<file path="src/hdl/cst_pkg.sv">
`timescale 1ns / 1ps

package cst_pkg;

  // Field and register widths
  localparam int DEPTH_W  = 6;
  localparam int OFFSET_W = 24;
  localparam int VALUE_W  = 60;
  localparam int WIDE_W   = VALUE_W + 2;

  // Threshold accumulator: log3(2) in fixed point, 24 fraction bits
  localparam int ACC_FRAC_W = 24;
  localparam int ACC_W      = ACC_FRAC_W + DEPTH_W;
  localparam logic [ACC_W-1:0] THR_STEP = 30'd10585245;

  // Configuration port
  localparam int APB_ADDR_W = 3;
  localparam int APB_DATA_W = 32;
  localparam logic [0:0] REG_DEPTH_IN_USE = 1'b0;
  localparam logic [DEPTH_W-1:0] DEPTH_RESET = 6'd61;

  typedef enum logic [1:0] {
    ST_IDLE,
    ST_RUN,
    ST_WAIT
  } state_t;

  // Controller to datapath
  typedef struct packed {
    logic load;
    logic step;
    logic publish;
  } cmd_t;

  // Datapath to controller
  typedef struct packed {
    logic done;
  } stat_t;

endpackage

</file>
<file path="src/hdl/cst_regs.sv">
`timescale 1ns / 1ps

module cst_regs (
  input  logic                             clk,
  input  logic                             rst_n,
  input  logic                             psel,
  input  logic                             penable,
  input  logic                             pwrite,
  input  logic [cst_pkg::APB_ADDR_W-1:0]   paddr,
  input  logic [cst_pkg::APB_DATA_W-1:0]   pwdata,
  output logic [cst_pkg::APB_DATA_W-1:0]   prdata,
  output logic                             pready,
  output logic [cst_pkg::DEPTH_W-1:0]      depth_cfg
);

  logic [cst_pkg::DEPTH_W-1:0] depth_r;
  logic [cst_pkg::DEPTH_W-1:0] depth_nxt;
  logic                        hit;

  assign pready = 1'b1;
  assign hit    = (paddr[2] == cst_pkg::REG_DEPTH_IN_USE);

  // Take a write on the access phase of a transfer
  always_comb begin
    depth_nxt = depth_r;
    if (psel && penable && pwrite && hit) begin
      depth_nxt = pwdata[cst_pkg::DEPTH_W-1:0];
    end
  end

  always_ff @(posedge clk) begin
    if (!rst_n) begin
      depth_r <= cst_pkg::DEPTH_RESET;
    end else begin
      depth_r <= depth_nxt;
    end
  end

  // Read back; unmapped addresses return zero
  assign prdata    = hit ? cst_pkg::APB_DATA_W'(depth_r) : '0;
  assign depth_cfg = depth_r;

endmodule

</file>
<file path="src/hdl/cst_ctrl.sv">
`timescale 1ns / 1ps

module cst_ctrl (
  input  logic           clk,
  input  logic           rst_n,
  input  logic           in_valid,
  output logic           in_ready,
  output logic           out_valid,
  input  logic           out_ready,
  input  cst_pkg::stat_t stat,
  output cst_pkg::cmd_t  cmd
);

  cst_pkg::state_t state_r;
  cst_pkg::state_t state_nxt;
  logic            out_valid_r;
  logic            out_valid_nxt;
  logic            slot_free;

  // Output register can take a result this cycle
  assign slot_free = !out_valid_r || out_ready;

  // Next state
  always_comb begin
    state_nxt = state_r;
    case (state_r)
      cst_pkg::ST_IDLE: begin
        if (in_valid) state_nxt = cst_pkg::ST_RUN;
      end
      cst_pkg::ST_RUN: begin
        if (stat.done) state_nxt = slot_free ? cst_pkg::ST_IDLE : cst_pkg::ST_WAIT;
      end
      cst_pkg::ST_WAIT: begin
        if (slot_free) state_nxt = cst_pkg::ST_IDLE;
      end
      default: state_nxt = cst_pkg::ST_IDLE;
    endcase
  end

  // Commands
  always_comb begin
    cmd      = '0;
    in_ready = 1'b0;
    case (state_r)
      cst_pkg::ST_IDLE: begin
        in_ready = 1'b1;
        cmd.load = in_valid;
      end
      cst_pkg::ST_RUN: begin
        cmd.step    = !stat.done;
        cmd.publish = stat.done && slot_free;
      end
      cst_pkg::ST_WAIT: begin
        cmd.publish = slot_free;
      end
      default: begin
        cmd = '0;
      end
    endcase
  end

  // Result valid: set on publish, drop on transfer
  always_comb begin
    out_valid_nxt = out_valid_r;
    if (cmd.publish) begin
      out_valid_nxt = 1'b1;
    end else if (out_ready) begin
      out_valid_nxt = 1'b0;
    end
  end

  always_ff @(posedge clk) begin
    if (!rst_n) begin
      state_r     <= cst_pkg::ST_IDLE;
      out_valid_r <= 1'b0;
    end else begin
      state_r     <= state_nxt;
      out_valid_r <= out_valid_nxt;
    end
  end

  assign out_valid = out_valid_r;

endmodule

</file>
<file path="src/hdl/cst_datapath.sv">
`timescale 1ns / 1ps

module cst_datapath #(
  parameter int MAX_DEPTH   = 61,
  parameter int OFFSET_BITS = 24
) (
  input  logic                            clk,
  input  cst_pkg::cmd_t                   cmd,
  output cst_pkg::stat_t                  stat,
  input  logic [cst_pkg::DEPTH_W-1:0]     depth_cfg,
  input  logic [cst_pkg::OFFSET_W-1:0]    in_start_offset,
  output logic                            out_survived,
  output logic [cst_pkg::DEPTH_W-1:0]     out_lifespan,
  output logic [cst_pkg::VALUE_W-1:0]     out_end_value,
  output logic [cst_pkg::DEPTH_W-1:0]     out_odd_steps
);

  localparam logic [cst_pkg::DEPTH_W-1:0] MaxDepth = cst_pkg::DEPTH_W'(MAX_DEPTH);

  logic [cst_pkg::VALUE_W-1:0] n_r, n_nxt;
  logic [cst_pkg::DEPTH_W-1:0] q_r, q_nxt;
  logic [cst_pkg::DEPTH_W-1:0] k_r, k_nxt;
  logic [cst_pkg::DEPTH_W-1:0] depth_r, depth_nxt;
  logic [cst_pkg::ACC_W-1:0]   acc_r, acc_nxt;
  logic                        fail_r, fail_nxt;

  logic [cst_pkg::WIDE_W-1:0]  n_triple;
  logic [cst_pkg::VALUE_W-1:0] n_step;
  logic [cst_pkg::DEPTH_W-1:0] q_step;
  logic [cst_pkg::ACC_W-1:0]   acc_step;
  logic [cst_pkg::DEPTH_W-1:0] thr_step;

  // One shortcut map step: odd n -> (3n+1)/2, even n -> n/2
  assign n_triple = cst_pkg::WIDE_W'(n_r) + cst_pkg::WIDE_W'({n_r, 1'b0})
                  + cst_pkg::WIDE_W'(1);
  assign n_step   = n_r[0] ? n_triple[cst_pkg::VALUE_W:1]
                           : {1'b0, n_r[cst_pkg::VALUE_W-1:1]};
  assign q_step   = q_r + cst_pkg::DEPTH_W'(n_r[0]);

  // Threshold after step k is floor(k*log3(2)) + 1
  assign acc_step = acc_r + cst_pkg::THR_STEP;
  assign thr_step = acc_step[cst_pkg::ACC_W-1:cst_pkg::ACC_FRAC_W] + cst_pkg::DEPTH_W'(1);

  always_comb begin
    n_nxt     = n_r;
    q_nxt     = q_r;
    k_nxt     = k_r;
    depth_nxt = depth_r;
    acc_nxt   = acc_r;
    fail_nxt  = fail_r;
    if (cmd.load) begin
      n_nxt     = cst_pkg::VALUE_W'(in_start_offset[OFFSET_BITS-1:0]);
      q_nxt     = '0;
      k_nxt     = '0;
      acc_nxt   = '0;
      fail_nxt  = 1'b0;
      depth_nxt = (depth_cfg > MaxDepth) ? MaxDepth : depth_cfg;
    end else if (cmd.step) begin
      n_nxt    = n_step;
      q_nxt    = q_step;
      k_nxt    = k_r + cst_pkg::DEPTH_W'(1);
      acc_nxt  = acc_step;
      fail_nxt = (q_step < thr_step);
    end
  end

  always_ff @(posedge clk) begin
    n_r     <= n_nxt;
    q_r     <= q_nxt;
    k_r     <= k_nxt;
    depth_r <= depth_nxt;
    acc_r   <= acc_nxt;
    fail_r  <= fail_nxt;
  end

  // Stop on a failed threshold or when the depth is reached
  assign stat.done = fail_r || (k_r == depth_r);

  // Result register
  always_ff @(posedge clk) begin
    if (cmd.publish) begin
      out_survived  <= !fail_r;
      out_lifespan  <= fail_r ? (k_r - cst_pkg::DEPTH_W'(1)) : k_r;
      out_end_value <= n_r;
      out_odd_steps <= q_r;
    end
  end

endmodule

</file>
<file path="src/hdl/collatz_stopping_time_sieve.sv">
`timescale 1ns / 1ps
// Channel   Direction  Handshake              Payload
// in        input      in_valid / in_ready    in_start_offset
// out       output     out_valid / out_ready  out_survived, out_lifespan,
//                                             out_end_value, out_odd_steps
// cfg       input      psel/penable/pwrite    paddr, pwdata, prdata, pready
//
// An item goes through accept, then one map step per cycle for up to depth
// steps, then publish. The single step unit in the datapath takes one item
// at a time; an early threshold failure ends the stepping before depth.
// Reset is synchronous, active low, and sets depth to 61.
// A result held by out_ready low does not block the next accept; the
// following result waits until the output register frees.

module collatz_stopping_time_sieve #(
  parameter int MAX_DEPTH   = 61,
  parameter int OFFSET_BITS = 24
) (
  input  logic                            clk,
  input  logic                            rst_n,
  input  logic                            in_valid,
  output logic                            in_ready,
  input  logic [cst_pkg::OFFSET_W-1:0]    in_start_offset,
  output logic                            out_valid,
  input  logic                            out_ready,
  output logic                            out_survived,
  output logic [cst_pkg::DEPTH_W-1:0]     out_lifespan,
  output logic [cst_pkg::VALUE_W-1:0]     out_end_value,
  output logic [cst_pkg::DEPTH_W-1:0]     out_odd_steps,
  input  logic                            psel,
  input  logic                            penable,
  input  logic                            pwrite,
  input  logic [cst_pkg::APB_ADDR_W-1:0]  paddr,
  input  logic [cst_pkg::APB_DATA_W-1:0]  pwdata,
  output logic [cst_pkg::APB_DATA_W-1:0]  prdata,
  output logic                            pready
);

  cst_pkg::cmd_t               cmd;
  cst_pkg::stat_t              stat;
  logic [cst_pkg::DEPTH_W-1:0] depth_cfg;

  cst_regs u_regs (
    .clk       (clk),
    .rst_n     (rst_n),
    .psel      (psel),
    .penable   (penable),
    .pwrite    (pwrite),
    .paddr     (paddr),
    .pwdata    (pwdata),
    .prdata    (prdata),
    .pready    (pready),
    .depth_cfg (depth_cfg)
  );

  cst_ctrl u_ctrl (
    .clk       (clk),
    .rst_n     (rst_n),
    .in_valid  (in_valid),
    .in_ready  (in_ready),
    .out_valid (out_valid),
    .out_ready (out_ready),
    .stat      (stat),
    .cmd       (cmd)
  );

  cst_datapath #(
    .MAX_DEPTH   (MAX_DEPTH),
    .OFFSET_BITS (OFFSET_BITS)
  ) u_datapath (
    .clk             (clk),
    .cmd             (cmd),
    .stat            (stat),
    .depth_cfg       (depth_cfg),
    .in_start_offset (in_start_offset),
    .out_survived    (out_survived),
    .out_lifespan    (out_lifespan),
    .out_end_value   (out_end_value),
    .out_odd_steps   (out_odd_steps)
  );

endmodule

</file>
<file path="config.mk">
export PLATFORM = sky130hd
export DESIGN_NAME = collatz_stopping_time_sieve
export DESIGN_NICKNAME = d
export VERILOG_FILES = /design/src/hdl/cst_pkg.sv /design/src/hdl/cst_regs.sv /design/src/hdl/cst_ctrl.sv /design/src/hdl/cst_datapath.sv /design/src/hdl/collatz_stopping_time_sieve.sv
export SDC_FILE = /design/constraint.sdc
export NUM_CORES = 1
export LEC_CHECK = 0
export ABC_AREA = 1
export BUFFER_PORTS_ARGS = -buffer_cell sky130_fd_sc_hd__buf_2
export CAP_MARGIN = 20
export CORE_MARGIN = 5
export CORE_UTILIZATION = 30
export DETAILED_ROUTE_END_ITERATION = 12
export GPL_TIMING_DRIVEN = 0
export SLEW_MARGIN = 0
export SYNTH_ARGS = -nofsm -noshare
export SYNTH_HDL_FRONTEND = slang
export SYNTH_SLANG_ARGS = --single-unit
</file>
<file path="constraint.sdc">
create_clock -name clk -period 6.4 [get_ports clk]
set_input_delay 0.32 -clock clk [delete_from_list [all_inputs] [get_ports clk]]
set_output_delay 0.32 -clock clk [all_outputs]
set_load 0.05 [all_outputs]
</file>
==> results of run 1 <==
[cells in the final DEF (no fill, tap or decap), types with 8 or more instances in the layout]
cell type,n
dfxtp_1,88
edfxtp_1,103
nand4_1,20
xnor2_1,9
nor3_1,26
clkbuf_1,22
conb_1,27
o21bai_1,9
a21oi_1,122
inv_2,8
xor2_1,26
buf_2,127
nor2_1,294
clkbuf_16,17
nand3_1,96
nand2_1,632
inv_1,294
ha_1,76
buf_4,30
o21ai_0,126
[area by class of cell]
class                           count  area [sq um]
Buffer                             64           379
Inverter                          303          1140
Timing Repair Buffer              120           631
Multi-Input combinational cell   1505          7230
Tap cell                          592           741
Clock buffer                       17           425
Sequential cell                   191          4850
Fill cell                        4836         28700
Clock inverter                     15           190
[layer usage]
layer | vias to the layer above | track usage, % | wire length [um]
met1 | 5852 | 23.7 | 20900
met2 | 282 | 29.6 | 20400
li1 | 6774 | - | -
met3 | 59 | 3.07 | 2130
met4 | 0 | 6.30 | 1210
met5 | - | 0 | 0
[synthesized netlist by cell type, types with 2 or more instances]
master      n  area share (%)
a22o_1      2            0.13
buf_6       2            0.17
inv_1     294             8.2
o211ai_1    6            0.33
nand3b_1    3            0.17
o21ai_0   126             4.7
o22ai_1     6            0.28
nand4_1    20            0.93
nand3_1    96             3.6
nor4_2      2            0.19
inv_2       8            0.22
a21boi_0    2            0.11
nor3_1     26            0.96
a21oi_1   122             4.5
ha_1       76             7.0
dfxtp_1    88              13
edfxtp_1  103              23
clkbuf_1   22            0.61
xor2_1     26             1.7
nand2_1   632              18
conb_1      2           0.056
o21bai_1    9            0.50
and2_1      3            0.14
xnor2_1     9            0.58
nor2_1    295             8.2
a31oi_1     2           0.093
buf_4      30             1.7
buf_2       9            0.33
[power by group]
| part | total, mW | switching (mW) | internal (mW) |
|---|---|---|---|
| Clock | 1.12 | 0.560 | 0.564 |
| Sequential | 2.12 | 0.343 | 1.78 |
| Combinational | 4.49 | 3.19 | 1.29 |
| Total | 7.73 | 4.10 | 3.64 |
[through the flow]
stage                     instance area (sq um)  setup WS (ns)  hold WS [ns]  TNS [ns]
after global placement                    14900         -0.308         0.463    -21.27
after detailed placement                  15000           2.98         0.470         0
after floorplan                           13600           1.72         0.419         0
after CTS                                 15600           2.95        0.0322         0
after global routing                      15600           2.67        0.0589         0
final                                     15600           2.94        0.0610         0
[final timing paths]
| kind | start | endpoint | slack, ns | depth (start not counted) |
|---|---|---|---|---|
| worst max register to register | u_datapath.n_r[0]$_DFFE_PP_ | u_datapath.n_r[56]$_SDFFE_PP0P_ | 2.94 | 15 |
| worst max-delay path | u_datapath.n_r[0]$_DFFE_PP_ | u_datapath.n_r[56]$_SDFFE_PP0P_ | 2.94 | 15 |
| worst min-delay path | pwdata[3] | u_regs.depth_cfg[3]$_SDFFE_PN1P_ | 0.06 | 3 |
| worst min register to register | u_datapath.acc_r[13]$_SDFFE_PP0P_ | u_datapath.acc_r[13]$_SDFFE_PP0P_ | 0.50 | 1 |
[worst max-delay path: cells and delay by family (launching register included)]
kind | cells | cell delay, ns
and+or+nand+nor | 11 | 1.38
DFF | 1 | 0.54
AOI/OAI and AO/OA | 1 | 0.17
buffers and inverters | 2 | 0.89
adders and majority gates | 1 | 0.35
[cells by family after synthesis]
kind of cell	after synthesis
other	2
AO/OA/AOI/OAI	280
flip-flops	191
adder cells (fa/ha/maj)	77
AND/OR/NAND/NOR	1086
XOR/XNOR	35
buffers and inverters	367
==> key figures, run 1 <==
Power
  – Total power: 7.73 mW
  – Worst VDD drop: 0.173 mV
  – Power density over cell area: 496 nW/um^2
  – Static leakage: 7.46 nW

Critical path
  – Crit-path cells: inv_2 -> clkbuf_1 -> ha_1 -> o21ai_0 -> nand2_1 -> nand2_1 -> nand2_1 -> nand2_1 -> nand2_1 -> nand3b_1 -> nand2_1 -> nand3_1 -> nand3_1 -> nand2_1 -> nand2_1
  – Crit-path slowest cell: clkbuf_1
  – Worst Setup Path Type: reg2reg
  – Worst EP required: 6.76 ns
  – CP arrival: 3.82 ns
  – Startpoint Class: flip-flop
  – Worst-path fanout max: 11
  – Slowest stage delay, CP: 0.63 ns
  – Cell mode on critical path: nand2_1
  – Critical Path Sink Type: flip-flop

Logic synthesis
  – Flops & latches, synth: 191
  – Post-synthesis mux area share: 0%
  – YS warnings: 0
  – Synth async-reset ratio: 0%
  – Synth Area in XOR/XNOR: 2.27%
  – Synthesized area per cell: 6.62 sq um
  – Largest family of logic cells by synthesized area: simple AND/OR/NAND/NOR gates
  – Synth unique cells: 45
  – Synth Flop Type: edfxtp_1
  – Mapped Area: 13500 sq um
  – Adder-Cell Fraction of Synth Area: 7.19%
  – Synth Area in Compound Gates: 10.9%
  – Sequential share of the synthesized area: 36.0%
  – Simple-gate share of the synthesized area: 32.4%
  – Post-Syn Instances: 2038
  – Number of synthesized flops with an enable pin: 103

Hold path
  – Worst hold-check path type: in2reg

Die
  – Die area: 49300 sq um
  – Chip Height: 222 um
  – Die X: 222 um
  – Row count: 77
  – Core area: 44300 sq um
  – Starting density of the core: 30.5%
  – # IOs: 174

Drt
  – Wire per inst: 15.9 um
  – First-pass iteration count of the detailed router: 5
  – Via count: 13.0k
  – WL final: 44.6 mm
  – Drt first-iter violations: 994
  – Antenna-violating nets left: 0
  – Vias per Instance: 4.62
  – # DRC: 0

Timing
  – Worst-Margin Slew: 0.982 ns
  – Final Setup Violations: 0
  – Max Slew Vio Count: 0
  – Achievable frequency: 289 MHz
  – Rel. slew slack: 34.5%
  – Final worst-path cycle share: 54.1%
  – Fin. Hold Viols: 0
  – Unrepaired setup endpoints after global routing: no
  – Period minus WS final: 3.46 ns
  – Clk_skew: 0.0235 ns

Clock network
  – Root Buffer: clkbuf_16
  – Sink Count: 191
  – # H-tree levels: 4
  – CTS hold repair buffers: 0
  – Clk pin slew, worst setup/hold paths: 0.08 ns
  – CTS buffer count: 17
  – CTS tree: yes
  – Worst skew pair latency: 0.48 ns
  – Post-CTS setup buffer count: 0
  – Clk buf depth: 2
  – Cts repair resizes: 0

Placed design
  – HPWL after DPL: 36.0 mm
  – GP Congestion: 0.951
  – Placed Cells: 2775
  – Input/output buffers: 118

Global routing
  – First-pass GRT wire length: 69.8 mm
  – Vias in the first global route: 12.8k
  – Initial antenna violation count: 0
  – Pin count of the biggest net entering global routing: 34
  – Global route overflow: 0
  – Tot GR Track Use: 17.9%

Layout
  – Non-Filler Instances: 2807
  – Nets: 2345
  – Area Growth Syn to Fin: 15.5%
  – Share of cells above drive strength 1: 9.44%
  – Top flop regs: u_datapath.n_r (60), u_datapath.out_end_value (60), u_datapath.acc_r (30)
  – Antenna diodes: 0
  – Util after Layout: 35.2%

Status
  – Run status: completed

Flow run
  – Max-Cap Viols: 0
Power figures use the tool's default switching activity.
==> run 2: changes to the inputs <==
--- a/config.mk
+++ b/config.mk
@@ -5,7 +5,7 @@
 export SDC_FILE = /design/constraint.sdc
 export NUM_CORES = 1
 export LEC_CHECK = 0
-export ABC_AREA = 1
+export ABC_AREA = 0
 export BUFFER_PORTS_ARGS = -buffer_cell sky130_fd_sc_hd__buf_2
 export CAP_MARGIN = 20
 export CORE_MARGIN = 5
==> constraint.sdc (replaced) <==
create_clock -name clk -period 3 [get_ports clk]
set_input_delay 0.15 -clock clk [delete_from_list [all_inputs] [get_ports clk]]
set_output_delay 0.15 -clock clk [all_outputs]
set_load 0.05 [all_outputs]
==> key figures, run 2 <==
Status
  – Run status: finished, violations left
  – Failing checks: negative hold slack, negative setup slack

Timing
  – Fin. Hold Viols: 1
  – Setup_tns: -0.268 ns
  – Rel. slew slack: 29.5%
  – Final worst-path cycle share: 109%
  – Period minus WS final: 3.26 ns
  – Final setup margin: -0.257 ns
  – Final Setup Violations: 2
  – Clk_skew: 0.0151 ns
  – Achievable frequency: 307 MHz
  – Worst-Margin Slew: 1.06 ns
  – Unrepaired setup endpoints after global routing: yes
  – WHS: -0.00378 ns
  – Max Slew Vio Count: 0

Clock network
  – Root Buffer: clkbuf_16
  – Worst skew pair latency: 0.45 ns
  – CTS tree: yes
  – # H-tree levels: 4
  – CTS buffer count: 17
  – Clk buf depth: 2
  – Sink Count: 191
  – Clk pin slew, worst setup/hold paths: 0.08 ns

Drt
  – # DRC: 0
  – Vias per Instance: 5.17
  – Wire per inst: 18.1 um
  – Antenna-violating nets left: 0
  – Via count: 10.8k
  – First-pass iteration count of the detailed router: 7
  – Drt first-iter violations: 714
  – WL final: 37.7 mm

Critical path
  – Crit-path slowest cell: or4_4
  – Worst path depth: 15
  – Critical Path Sink Type: flip-flop
  – Crit Reg-Reg Startpoint: u_datapath.acc_r[1]$_SDFFE_PP0P_
  – Critical path buffer and inverter count: 0
  – Critical Path Start: u_datapath.acc_r[1]$_SDFFE_PP0P_
  – Worst-path fanout max: 6
  – Worst Setup Path Type: reg2reg
  – CP arrival: 3.62 ns
  – Kind of cell adding the most delay to the critical path: compound AO/OA/AOI/OAI gates
  – Startpoint Class: flip-flop
  – Worst EP required: 3.37 ns
  – FF-to-FF path depth: 15
  – Crit-path cells: ha_4 -> or4_4 -> a31oi_4 -> o21ba_4 -> o21a_4 -> nand3b_1 -> xnor2_2 -> nand2_1 -> nor2_2 -> xor2_1 -> ha_1 -> a21o_1 -> a211oi_2 -> o21ai_2 -> a21oi_1
  – Slowest stage delay, CP: 0.45 ns

Layout
  – Area Growth Syn to Fin: 27.4%
  – Reg area: 4860 sq um
  – Commonest non-fill, non-tap cell in the layout: a21oi_1
  – Top flop regs: u_datapath.n_r (60), u_datapath.out_end_value (60), u_datapath.acc_r (30)
  – Nets: 1693
  – Footprint of the multi-input gates: 7270 sq um
  – Most frequent cells in the layout: a21oi_1 (133), nand2_1 (131), buf_2 (123)
  – Fillers: 3938
  – Share of cells above drive strength 1: 23.0%
  – Antenna diodes: 0

Placed design
  – GP Congestion: 0.936
  – Input/output buffers: 117
  – HPWL after DPL: 27.2 mm

Global routing
  – Pin count of the biggest net entering global routing: 34
  – Vias in the first global route: 10.5k
  – Initial antenna violation count: 0
  – Global route overflow: 0
  – Tot GR Track Use: 16.4%
  – First-pass GRT wire length: 57.6 mm

Logic synthesis
  – Flops & latches, synth: 191
  – Top cells by count, synth: a21oi_1 (144), nand2_1 (135), edfxtp_1 (103), nor2_1 (103), dfxtp_1 (88)
  – Mapped Area: 11900 sq um
  – Synth async-reset ratio: 0%
  – Synthesized area per cell: 9.00 sq um
  – YS warnings: 0
  – Synth unique cells: 72
  – Share of the synthesized area in the top cell type: 26.0%
  – Post-Syn Instances: 1324
  – Top post-synthesis cells by area: edfxtp_1 (26%), dfxtp_1 (15%), ha_1 (8.0%)
  – Number of synthesized flops with an enable pin: 103
  – Synth Flop Type: edfxtp_1
  – Leading area contributor after synthesis: edfxtp_1
  – Sequential share of the synthesized area: 40.7%
  – Top-count cell post-synth: a21oi_1

Die
  – Chip Height: 209 um
  – Die X: 209 um
  – Starting density of the core: 30.1%
  – # IOs: 174
  – Core area: 39500 sq um
  – Die area: 43800 sq um
  – Row count: 73

Power
  – Worst VDD drop: 0.573 mV
  – Static leakage: 6.07 nW
  – Power density over cell area: 1030 nW/um^2

Hold path
  – Worst hold start: in_start_offset[17]
  – Hold depth: 3
  – Worst hold-check path type: in2reg

Flow run
  – Max-Cap Viols: 0
## run 2: routing by layer
layer	global-route usage [%]	part of all wire [%]
met2	27.3	47
met1	21.4	43
met4	6.50	3.3
met5	0	0
met3	2.71	6.2
## run 2: cells by family (layout without fill, tap and decap cells)
group                      Yosys count  after routing  synth area share [%]
DFF                                191            191                  40.7
other                                2             27                0.0630
and+or+nand+nor                    410            410                  16.7
buffers and inverters              131            345                  5.09
adders and majority gates           77             77                  8.15
muxes                               27             27                  2.27
AOI/OAI and AO/OA                  389            389                  19.8
xor gates and xnor gates            97             97                  7.13
## run 2: area by class of cell
cell class | instances | share of cell area [%]
plain buffers | 99 | 3.54
clock buffers | 21 | 2.97
clock inverters | 11 | 0.676
inverters | 25 | 0.651
multi-input cells | 1027 | 47.9
flip-flops and latches | 191 | 32.0
well taps | 525 | 4.33
repair buffers | 189 | 7.91
## run 2: where the power goes
part | switching [mW] | internal (mW) | total [mW]
combinational | 5.47 | 3.74 | 9.22
sequential | 0.726 | 3.52 | 4.24
clock | 1.07 | 1.18 | 2.25
## run 2: worst min-delay path, stage by stage
cell	delay (ns)
buf_2	0.09
nand2_1	0.04
o21ai_0	0.06
## run 2: path summary, 6_finish.rpt
| kind | slack, ns | to |
|---|---|---|
| max | -0.26 | u_datapath.fail_r$_SDFFE_PP0P_ |
| min | -0.004 | u_datapath.n_r[17]$_DFFE_PP_ |
| max reg2reg | -0.26 | u_datapath.fail_r$_SDFFE_PP0P_ |
| min reg2reg | 0.49 | u_datapath.acc_r[20]$_SDFFE_PP0P_ |
## run 2: through the flow
stage	power [mW]	area [sq um]	worst slack, ns	std cells	utilization, %
after floorplan	9.77	12100	-0.0112	1349	-
final	15.7	15200	-0.257	2088	38.4
after global placement	11.6	13300	-1.11	1991	33.7
after detailed placement	11.7	13400	-1.13	1993	33.8
after CTS	14.9	14800	-0.283	2071	37.4
after global routing	16.8	15200	-0.426	2088	38.4
## run 2: what timing repair did
action / 4_1_cts / 5_1_grt
pin swaps: 44 / 52
endpoints found under the setup margin: 65 / 89
buffers inserted: 30 / 24
hold buffers: 17 / 0
endpoints found under the hold margin: 13 / 0
resized for setup: 82 / 77
